--- config.mk ---
export PLATFORM = sky130hd
export DESIGN_NAME = circular_fifo_with_search_core
export DESIGN_NICKNAME = d
export VERILOG_FILES = /design/src/hdl/cfws_pkg.sv /design/src/hdl/circular_fifo_with_search_core.sv /design/src/hdl/cfws_front.sv /design/src/hdl/cfws_back.sv
export SDC_FILE = /design/constraint.sdc
export NUM_CORES = 2
export LEC_CHECK = 0
export ABC_AREA = 1
export BUFFER_PORTS_ARGS = -buffer_cell sky130_fd_sc_hd__buf_4
export CAP_MARGIN = 20
export CORE_MARGIN = 2
export CORE_UTILIZATION = 50
export CTS_BUF_LIST = sky130_fd_sc_hd__clkbuf_8 sky130_fd_sc_hd__clkbuf_16
export DETAILED_ROUTE_END_ITERATION = 10
export MAX_ROUTING_LAYER = met4
export PLACE_DENSITY = 0.7
export SLEW_MARGIN = 20
export SYNTH_ARGS = -nofsm -noshare
export SYNTH_HDL_FRONTEND = slang
export SYNTH_HIERARCHICAL = 1
export SYNTH_SLANG_ARGS = --single-unit
--- constraint.sdc ---
create_clock -name clk -period 12.51 [get_ports clk]
set_clock_uncertainty 0.2 [all_clocks]
set_input_delay 0.6255 -clock clk [delete_from_list [all_inputs] [get_ports clk]]
set_output_delay 0.6255 -clock clk [all_outputs]
set_load 0.01 [all_outputs]
--- src/hdl/cfws_pkg.sv ---
// Shared types and codes for the circular FIFO with search.
// Holds the request and result payloads and the decoded operation codes.
// No dependencies.
package cfws_pkg;

  localparam int DATA_W = 32;
  localparam int CNT_W  = 7;
  localparam int MODE_W = 3;

  localparam logic [MODE_W-1:0] MODE_ENQ    = 3'd0;
  localparam logic [MODE_W-1:0] MODE_DEQ    = 3'd1;
  localparam logic [MODE_W-1:0] MODE_PEEK   = 3'd2;
  localparam logic [MODE_W-1:0] MODE_CLEAR  = 3'd3;
  localparam logic [MODE_W-1:0] MODE_SEARCH = 3'd4;

  typedef enum logic [2:0] {
    OP_ENQ,
    OP_DEQ,
    OP_PEEK,
    OP_CLEAR,
    OP_SEARCH,
    OP_NONE
  } op_t;

  typedef struct packed {
    logic [MODE_W-1:0]        mode;
    logic signed [DATA_W-1:0] data_in;
  } cfws_in_t;

  typedef struct packed {
    logic                     ok;
    logic signed [DATA_W-1:0] data_out;
    logic                     found;
    logic [CNT_W-1:0]         count;
    logic                     is_empty;
    logic                     is_full;
  } cfws_out_t;

  typedef struct packed {
    op_t                      op;
    logic signed [DATA_W-1:0] data;
  } cfws_cmd_t;

  // Command queue head as seen by the back end.
  typedef struct packed {
    logic      valid;
    cfws_cmd_t cmd;
  } cfws_qhead_t;

endpackage

--- src/hdl/circular_fifo_with_search_core.sv ---
// Top level of the circular FIFO with search: the capacity register, the
// request front end and the execution back end.
// Depends on cfws_pkg, cfws_front and cfws_back.
//
//   channel   ports                         handshake
//   request   start, busy, in_req           taken when start is high and busy low
//   result    out_valid, out_res            shown for one cycle, cannot be held off
//   config    cfg_we, cfg_wdata             written when cfg_we is high
//
// A request that finds the back end idle is started in the cycle after it is
// taken; otherwise it waits in the front queue. The back end finishes enqueue,
// clear, unused modes and failed requests in its idle state, a successful
// dequeue or peek in a read state that follows, and a search in a search
// state that visits the entries one by one, as the store has one read port.
// The result appears in the cycle after the back end finishes the request.
// Reset empties the queue and the FIFO and sets the capacity to 64; busy rises
// only while the two-entry front queue is full.
module circular_fifo_with_search_core #(
  parameter int DEPTH = 64
) (
  input  logic                             clk,
  input  logic                             rst_n,
  input  logic                             start,
  output logic                             busy,
  input  cfws_pkg::cfws_in_t               in_req,
  output logic                             out_valid,
  output cfws_pkg::cfws_out_t              out_res,
  input  logic                             cfg_we,
  input  logic [cfws_pkg::CNT_W-1:0]       cfg_wdata
);

  localparam int CAP_MAX = (DEPTH < 127) ? DEPTH : 127;

  logic [cfws_pkg::CNT_W-1:0] cap_r;
  logic [cfws_pkg::CNT_W-1:0] cap_eff;
  cfws_pkg::cfws_qhead_t      head;
  logic                       pop;

  always_ff @(posedge clk) begin
    if (!rst_n) begin
      cap_r <= 7'd64;
    end else if (cfg_we) begin
      cap_r <= cfg_wdata;
    end
  end

  // A capacity of zero behaves as one; anything above the store depth is clipped.
  always_comb begin
    if (cap_r == '0) begin
      cap_eff = 7'd1;
    end else if (cap_r > cfws_pkg::CNT_W'(CAP_MAX)) begin
      cap_eff = cfws_pkg::CNT_W'(CAP_MAX);
    end else begin
      cap_eff = cap_r;
    end
  end

  cfws_front u_front (
    .clk    (clk),
    .rst_n  (rst_n),
    .start  (start),
    .busy   (busy),
    .in_req (in_req),
    .head   (head),
    .pop    (pop)
  );

  cfws_back #(
    .DEPTH (DEPTH)
  ) u_back (
    .clk       (clk),
    .rst_n     (rst_n),
    .cap       (cap_eff),
    .head      (head),
    .pop       (pop),
    .out_valid (out_valid),
    .out_res   (out_res)
  );

endmodule

--- src/hdl/cfws_front.sv ---
// Front end of the circular FIFO with search: accepts requests, decodes the
// mode and holds them in a two-entry queue for the back end.
// Depends on cfws_pkg.
module cfws_front (
  input  logic                   clk,
  input  logic                   rst_n,
  input  logic                   start,
  output logic                   busy,
  input  cfws_pkg::cfws_in_t     in_req,
  output cfws_pkg::cfws_qhead_t  head,
  input  logic                   pop
);

  cfws_pkg::cfws_cmd_t q_r [2];
  logic                wp_r, wp_nxt;
  logic                rp_r, rp_nxt;
  logic [1:0]          n_r, n_nxt;
  logic                push;
  cfws_pkg::cfws_cmd_t cmd_in;

  always_comb begin
    cmd_in.data = in_req.data_in;
    case (in_req.mode)
      cfws_pkg::MODE_ENQ:    cmd_in.op = cfws_pkg::OP_ENQ;
      cfws_pkg::MODE_DEQ:    cmd_in.op = cfws_pkg::OP_DEQ;
      cfws_pkg::MODE_PEEK:   cmd_in.op = cfws_pkg::OP_PEEK;
      cfws_pkg::MODE_CLEAR:  cmd_in.op = cfws_pkg::OP_CLEAR;
      cfws_pkg::MODE_SEARCH: cmd_in.op = cfws_pkg::OP_SEARCH;
      default:               cmd_in.op = cfws_pkg::OP_NONE;
    endcase
  end

  assign busy       = (n_r == 2'd2);
  assign push       = start && !busy;
  assign head.valid = (n_r != 2'd0);
  assign head.cmd   = q_r[rp_r];

  always_comb begin
    wp_nxt = push ? ~wp_r : wp_r;
    rp_nxt = pop ? ~rp_r : rp_r;
    n_nxt  = n_r + {1'b0, push} - {1'b0, pop};
  end

  always_ff @(posedge clk) begin
    if (!rst_n) begin
      wp_r <= 1'b0;
      rp_r <= 1'b0;
      n_r  <= 2'd0;
    end else begin
      wp_r <= wp_nxt;
      rp_r <= rp_nxt;
      n_r  <= n_nxt;
    end
  end

  always_ff @(posedge clk) begin
    if (push) begin
      q_r[wp_r] <= cmd_in;
    end
  end

endmodule

--- src/hdl/cfws_back.sv ---
// Back end of the circular FIFO with search: owns the entry store, the ring
// indices and the count, and carries out one queued request at a time.
// Depends on cfws_pkg.
module cfws_back #(
  parameter int DEPTH = 64
) (
  input  logic                            clk,
  input  logic                            rst_n,
  input  logic [cfws_pkg::CNT_W-1:0]      cap,
  input  cfws_pkg::cfws_qhead_t           head,
  output logic                            pop,
  output logic                            out_valid,
  output cfws_pkg::cfws_out_t             out_res
);

  localparam int IDX_W = (DEPTH > 1) ? $clog2(DEPTH) : 1;
  localparam int CW    = ((IDX_W > cfws_pkg::CNT_W) ? IDX_W : cfws_pkg::CNT_W) + 1;

  typedef enum logic [2:0] {
    ST_IDLE = 3'b001,
    ST_READ = 3'b010,
    ST_SRCH = 3'b100
  } state_t;

  function automatic logic [IDX_W-1:0] step_idx(input logic [IDX_W-1:0] i,
                                                input logic [cfws_pkg::CNT_W-1:0] c);
    logic [CW-1:0] n;
    begin
      n = CW'(i) + CW'(1);
      step_idx = (n >= CW'(c)) ? '0 : n[IDX_W-1:0];
    end
  endfunction

  logic signed [cfws_pkg::DATA_W-1:0] mem [DEPTH];
  logic signed [cfws_pkg::DATA_W-1:0] rd_data_r;

  state_t                             state_r, state_nxt;
  logic [IDX_W-1:0]                   rd_idx_r, rd_idx_nxt;
  logic [IDX_W-1:0]                   wr_idx_r, wr_idx_nxt;
  logic [IDX_W-1:0]                   walk_r, walk_nxt;
  logic [cfws_pkg::CNT_W-1:0]         cnt_r, cnt_nxt;
  logic [cfws_pkg::CNT_W-1:0]         remain_r, remain_nxt;
  logic signed [cfws_pkg::DATA_W-1:0] key_r, key_nxt;
  logic                               deq_r, deq_nxt;
  logic                               out_valid_r, out_valid_nxt;
  cfws_pkg::cfws_out_t                out_res_r, out_res_nxt;

  logic                               mem_we;
  logic                               rd_en;
  logic [IDX_W-1:0]                   rd_addr;
  logic                               ok;
  logic                               found;
  logic signed [cfws_pkg::DATA_W-1:0] dout;

  always_comb begin
    state_nxt     = state_r;
    rd_idx_nxt    = rd_idx_r;
    wr_idx_nxt    = wr_idx_r;
    walk_nxt      = walk_r;
    cnt_nxt       = cnt_r;
    remain_nxt    = remain_r;
    key_nxt       = key_r;
    deq_nxt       = deq_r;
    out_valid_nxt = 1'b0;
    pop           = 1'b0;
    mem_we        = 1'b0;
    rd_en         = 1'b0;
    rd_addr       = rd_idx_r;
    ok            = 1'b0;
    found         = 1'b0;
    dout          = '0;

    case (state_r)
      ST_IDLE: begin
        if (head.valid) begin
          pop = 1'b1;
          case (head.cmd.op)
            cfws_pkg::OP_ENQ: begin
              out_valid_nxt = 1'b1;
              if (cnt_r < cap) begin
                mem_we     = 1'b1;
                wr_idx_nxt = step_idx(wr_idx_r, cap);
                cnt_nxt    = cnt_r + 1'b1;
                ok         = 1'b1;
              end
            end
            cfws_pkg::OP_DEQ, cfws_pkg::OP_PEEK: begin
              if (cnt_r != '0) begin
                rd_en     = 1'b1;
                deq_nxt   = (head.cmd.op == cfws_pkg::OP_DEQ);
                state_nxt = ST_READ;
              end else begin
                out_valid_nxt = 1'b1;
              end
            end
            cfws_pkg::OP_CLEAR: begin
              rd_idx_nxt    = '0;
              wr_idx_nxt    = '0;
              cnt_nxt       = '0;
              ok            = 1'b1;
              out_valid_nxt = 1'b1;
            end
            cfws_pkg::OP_SEARCH: begin
              ok = 1'b1;
              if (cnt_r != '0) begin
                rd_en      = 1'b1;
                walk_nxt   = step_idx(rd_idx_r, cap);
                remain_nxt = cnt_r;
                key_nxt    = head.cmd.data;
                state_nxt  = ST_SRCH;
              end else begin
                out_valid_nxt = 1'b1;
              end
            end
            default: begin
              out_valid_nxt = 1'b1;
            end
          endcase
        end
      end
      ST_READ: begin
        ok            = 1'b1;
        dout          = rd_data_r;
        out_valid_nxt = 1'b1;
        state_nxt     = ST_IDLE;
        if (deq_r) begin
          rd_idx_nxt = step_idx(rd_idx_r, cap);
          cnt_nxt    = cnt_r - 1'b1;
        end
      end
      ST_SRCH: begin
        ok = 1'b1;
        // The store answers one entry a cycle, walking from the front.
        if (rd_data_r == key_r) begin
          found         = 1'b1;
          out_valid_nxt = 1'b1;
          state_nxt     = ST_IDLE;
        end else if (remain_r == 7'd1) begin
          out_valid_nxt = 1'b1;
          state_nxt     = ST_IDLE;
        end else begin
          rd_en      = 1'b1;
          rd_addr    = walk_r;
          walk_nxt   = step_idx(walk_r, cap);
          remain_nxt = remain_r - 1'b1;
        end
      end
      default: begin
        state_nxt = ST_IDLE;
      end
    endcase

    out_res_nxt.ok       = ok;
    out_res_nxt.data_out = dout;
    out_res_nxt.found    = found;
    out_res_nxt.count    = cnt_nxt;
    out_res_nxt.is_empty = (cnt_nxt == '0);
    out_res_nxt.is_full  = (cnt_nxt >= cap);
  end

  always_ff @(posedge clk) begin
    if (!rst_n) begin
      state_r     <= ST_IDLE;
      rd_idx_r    <= '0;
      wr_idx_r    <= '0;
      cnt_r       <= '0;
      out_valid_r <= 1'b0;
    end else begin
      state_r     <= state_nxt;
      rd_idx_r    <= rd_idx_nxt;
      wr_idx_r    <= wr_idx_nxt;
      cnt_r       <= cnt_nxt;
      out_valid_r <= out_valid_nxt;
    end
  end

  always_ff @(posedge clk) begin
    walk_r    <= walk_nxt;
    remain_r  <= remain_nxt;
    key_r     <= key_nxt;
    deq_r     <= deq_nxt;
    out_res_r <= out_res_nxt;
  end

  always_ff @(posedge clk) begin
    if (mem_we) begin
      mem[wr_idx_r] <= head.cmd.data;
    end
    if (rd_en) begin
      rd_data_r <= mem[rd_addr];
    end
  end

  assign out_valid = out_valid_r;
  assign out_res   = out_res_r;

endmodule
==> flow_summary.ini <==
[status]
status = completed

[cts]
cts_root_buf = clkbuf_16
clockBufferDepth = 3
clk_latency_ns = 0.88
post_cts.repair.setup_buffers = 0
htreeDepth = 4
clock_sinks = 2274
tritoncts = yes
cts.clk_slew.worst_paths_ns = 0.06
cts_buffers = 221

[setup_path]
cp_slowest_cell = buf_4
worstSetupStartpointType = register
max_stage_delay_ns = 0.92
worst-path-max-fanout = 90
crit_required_ns = 12.93
cp-startpoint = u_back/rd_data_r[28]
cp.depth = 19
cpLargestDelayFamily = simple AND/OR/NAND/NOR gates
critPathKind = reg2reg
crit_buf_inv = 4
crit_path_end = u_back/rd_data_r[8]
worst_ep_arrival_time_ns = 7.15
end_kind = register
path_cells = inv_1 > nand2_1 > nand2_1 > nand2_1 > nor2_1 > nand2_1 > nor2_1 > nand2_2 > nand3_4 > buf_4 > buf_4 > buf_4 > nand3b_1 > nand3_1 > nand3_1 > nand3_1 > nand3_1 > nand3_1 > nand2_1
worstReg2RegStart = u_back/rd_data_r[28]
r2r_cells = 19
r2r_setup_slack_ns = 5.78
r2r_end = u_back/rd_data_r[8]

[timing]
slew_violations = 0
setup_viol = 0
finalCritPeriodShare = 0.538
fin_ws_ns = 5.78
setup_tns_ns = 0
worst_pin_slew_ns = 1.36
finalCriticalPeriod_ns = 6.73
hold_viol_final = 0
relSlewSlack = 0.0916
rsz0062_at_grt = false
fmaxAchievable_ghz = 0.148

[placement]
portBuffers = 90
place.gp.congestion = 0.882
dp_hpwl_um = 145000
pre_cts_slack_ns = 6.10
dp_cells = 11183

[final_layout]
area_delta_synth_final_pct = 10.6
drive_above_1_share = 0.0726
nets = 8918
fillCellCount = 16093
final_util = 0.558
instances_no_fill = 11671

[synth]
avgSynthCellArea_um2 = 11.2
postSynthCellCount = 8902
synth_seq_area_share = 0.676
synth_ff_type = edfxtp_1
synth-edff-count = 2196
synthDistinctLibCells = 44
ys_ff_latch = 2274
synth.area.top_cells = edfxtp_1 66%, nand3_1 11%, nand3b_1 5.7%, nand2_1 5.1%, inv_1 4.8%
netlist_area_um2 = 99800
yosysWarnings = 6
synth_common_cells = 2222 x nand3_1, 2196 x edfxtp_1, 1357 x nand2_1
postSynth.asyncResetShare = 0
synth_top_area_cell = edfxtp_1
synth_top_cell_area_share = 0.661
synthesis.nets = 8992
yosys.cell_count.top_type = nand3_1

[drt]
first_pass_iters = 6
viasPerCell = 5.92
drtAntennaViolNets = 0
first_iter_violations = 10021
wire_per_inst_um = 24.6
vias = 69058
drc = 0
wl_um = 287000

[power_and_ir_drop]
power_uw = 17100
powerDensity_nw_per_um2 = 155
p_leak_uw = 0.0429
vdd_drop_max_mv = 0.145

[run]
drv_cap = 0

[floorplanning]
pin_count = 91
row_count = 163
die_w_um = 451
start_util = 0.504
die_h_um = 451
die-area_um2 = 203000
design.core.area_um2 = 198000

[global_routing]
groute.usage.overall = 0.285
grt_max_degree = 236
grt_pass1_vias = 65389
grt_overflow = 0
grt_pass1_wl_um = 422000
antenna_found_initial = 9

[worst_hold_path]
hold_start = in_req[5]
holdCritPathClass = in2reg
whs_path_depth = 2
flip-flops by register name, indices dropped and copies added, names as in the netlist, named ones only:
signal            cells
u_back/wr_idx_r       6
cap_r                 7
u_back/remain_r       7
u_back/state_r        3
u_back/rd_idx_r       6
u_back/cnt_r          7
u_back/walk_r         6
u_back/mem         2048
u_front/wp_r          1
u_front/q_r          70
u_back/deq_r          1
u_back/out_valid      1
u_front/rp_r          1
u_back/key_r         32
u_front/n_r           2
u_back/out_res       43
u_back/rd_data_r     32
cell usage in the layout, fill, tap and decap left out, types with 13 or more instances in the layout:
cell type / n
nand2_1: 1355
xnor2_1: 28
clkinv_1: 56
clkbuf_16: 221
dlygate4sd3_1: 60
edfxtp_1: 2196
nor2_4: 50
nor3_1: 13
dfxtp_1: 77
inv_1: 1346
buf_4: 206
ha_1: 44
nand3b_1: 764
mux2_4: 30
nor2_1: 98
a21oi_1: 29
nand3_1: 2222
clkinv_2: 47
nor3_2: 17
o21ai_0: 26
routing by layer:
layer	track usage	wire length, um	vias up
li1	-	-	30460
met2	0.425	130000	4382
met4	0.111	11300	0
met5	-	0	-
met3	0.0545	34300	654
met1	0.389	111000	33562
layout make-up:
| type | count | area [um^2] | share of cell area |
|---|---|---|---|
| Sequential cell | 2274 | 67500 | 0.612 |
| Multi-Input combinational cell | 4757 | 25300 | 0.229 |
| Clock buffer | 228 | 5630 | 0.0510 |
| Inverter | 1294 | 4870 | 0.0441 |
| Tap cell | 2640 | 3300 | 0.0299 |
| Timing Repair Buffer | 280 | 2430 | 0.0220 |
| Clock inverter | 190 | 1280 | 0.0116 |
| Antenna cell | 8 | 20.0 | 0.000181 |
worst min-delay path by stage:
stage | to | slack, ns
after floorplan | cap_r[2] | 0.26
after global routing | u_front/q_r[0][5] | 0.26
after global placement | u_front/rp_r | 0.28
after CTS | u_front/q_r[0][5] | 0.24
final | u_front/q_r[0][5] | 0.29
after detailed placement | u_back/rd_idx_r[5] | 0.29
logic make-up after synthesis:
group,synth area share
mux,0.00508
xor+xnor,0.00325
simple gates,0.229
compound gates,0.00554
fa+ha+maj,0.00552
flops,0.676
buf+inv,0.0754
report_power, final:
part | internal [uW] | switching (uW) | total [uW]
sequential | 9110 | 61.4 | 9170
clock | 3430 | 2900 | 6330
combinational | 279 | 1320 | 1600
total | 12800 | 4290 | 17100
what timing repair did:
item,4_1_cts,5_1_grt
hold endpoints to repair,84,0
hold buffers,60,0
gates resized for setup,0,0
through the flow:
stage / instance area, um^2 / hold slack [ns]
detailed placement: 103000 / 0.286
floorplan: 99800 / 0.260
CTS: 110000 / 0.236
global route: 110000 / 0.259
global placement: 103000 / 0.281
finish: 110000 / 0.293
Power figures use the tool's default switching activity.
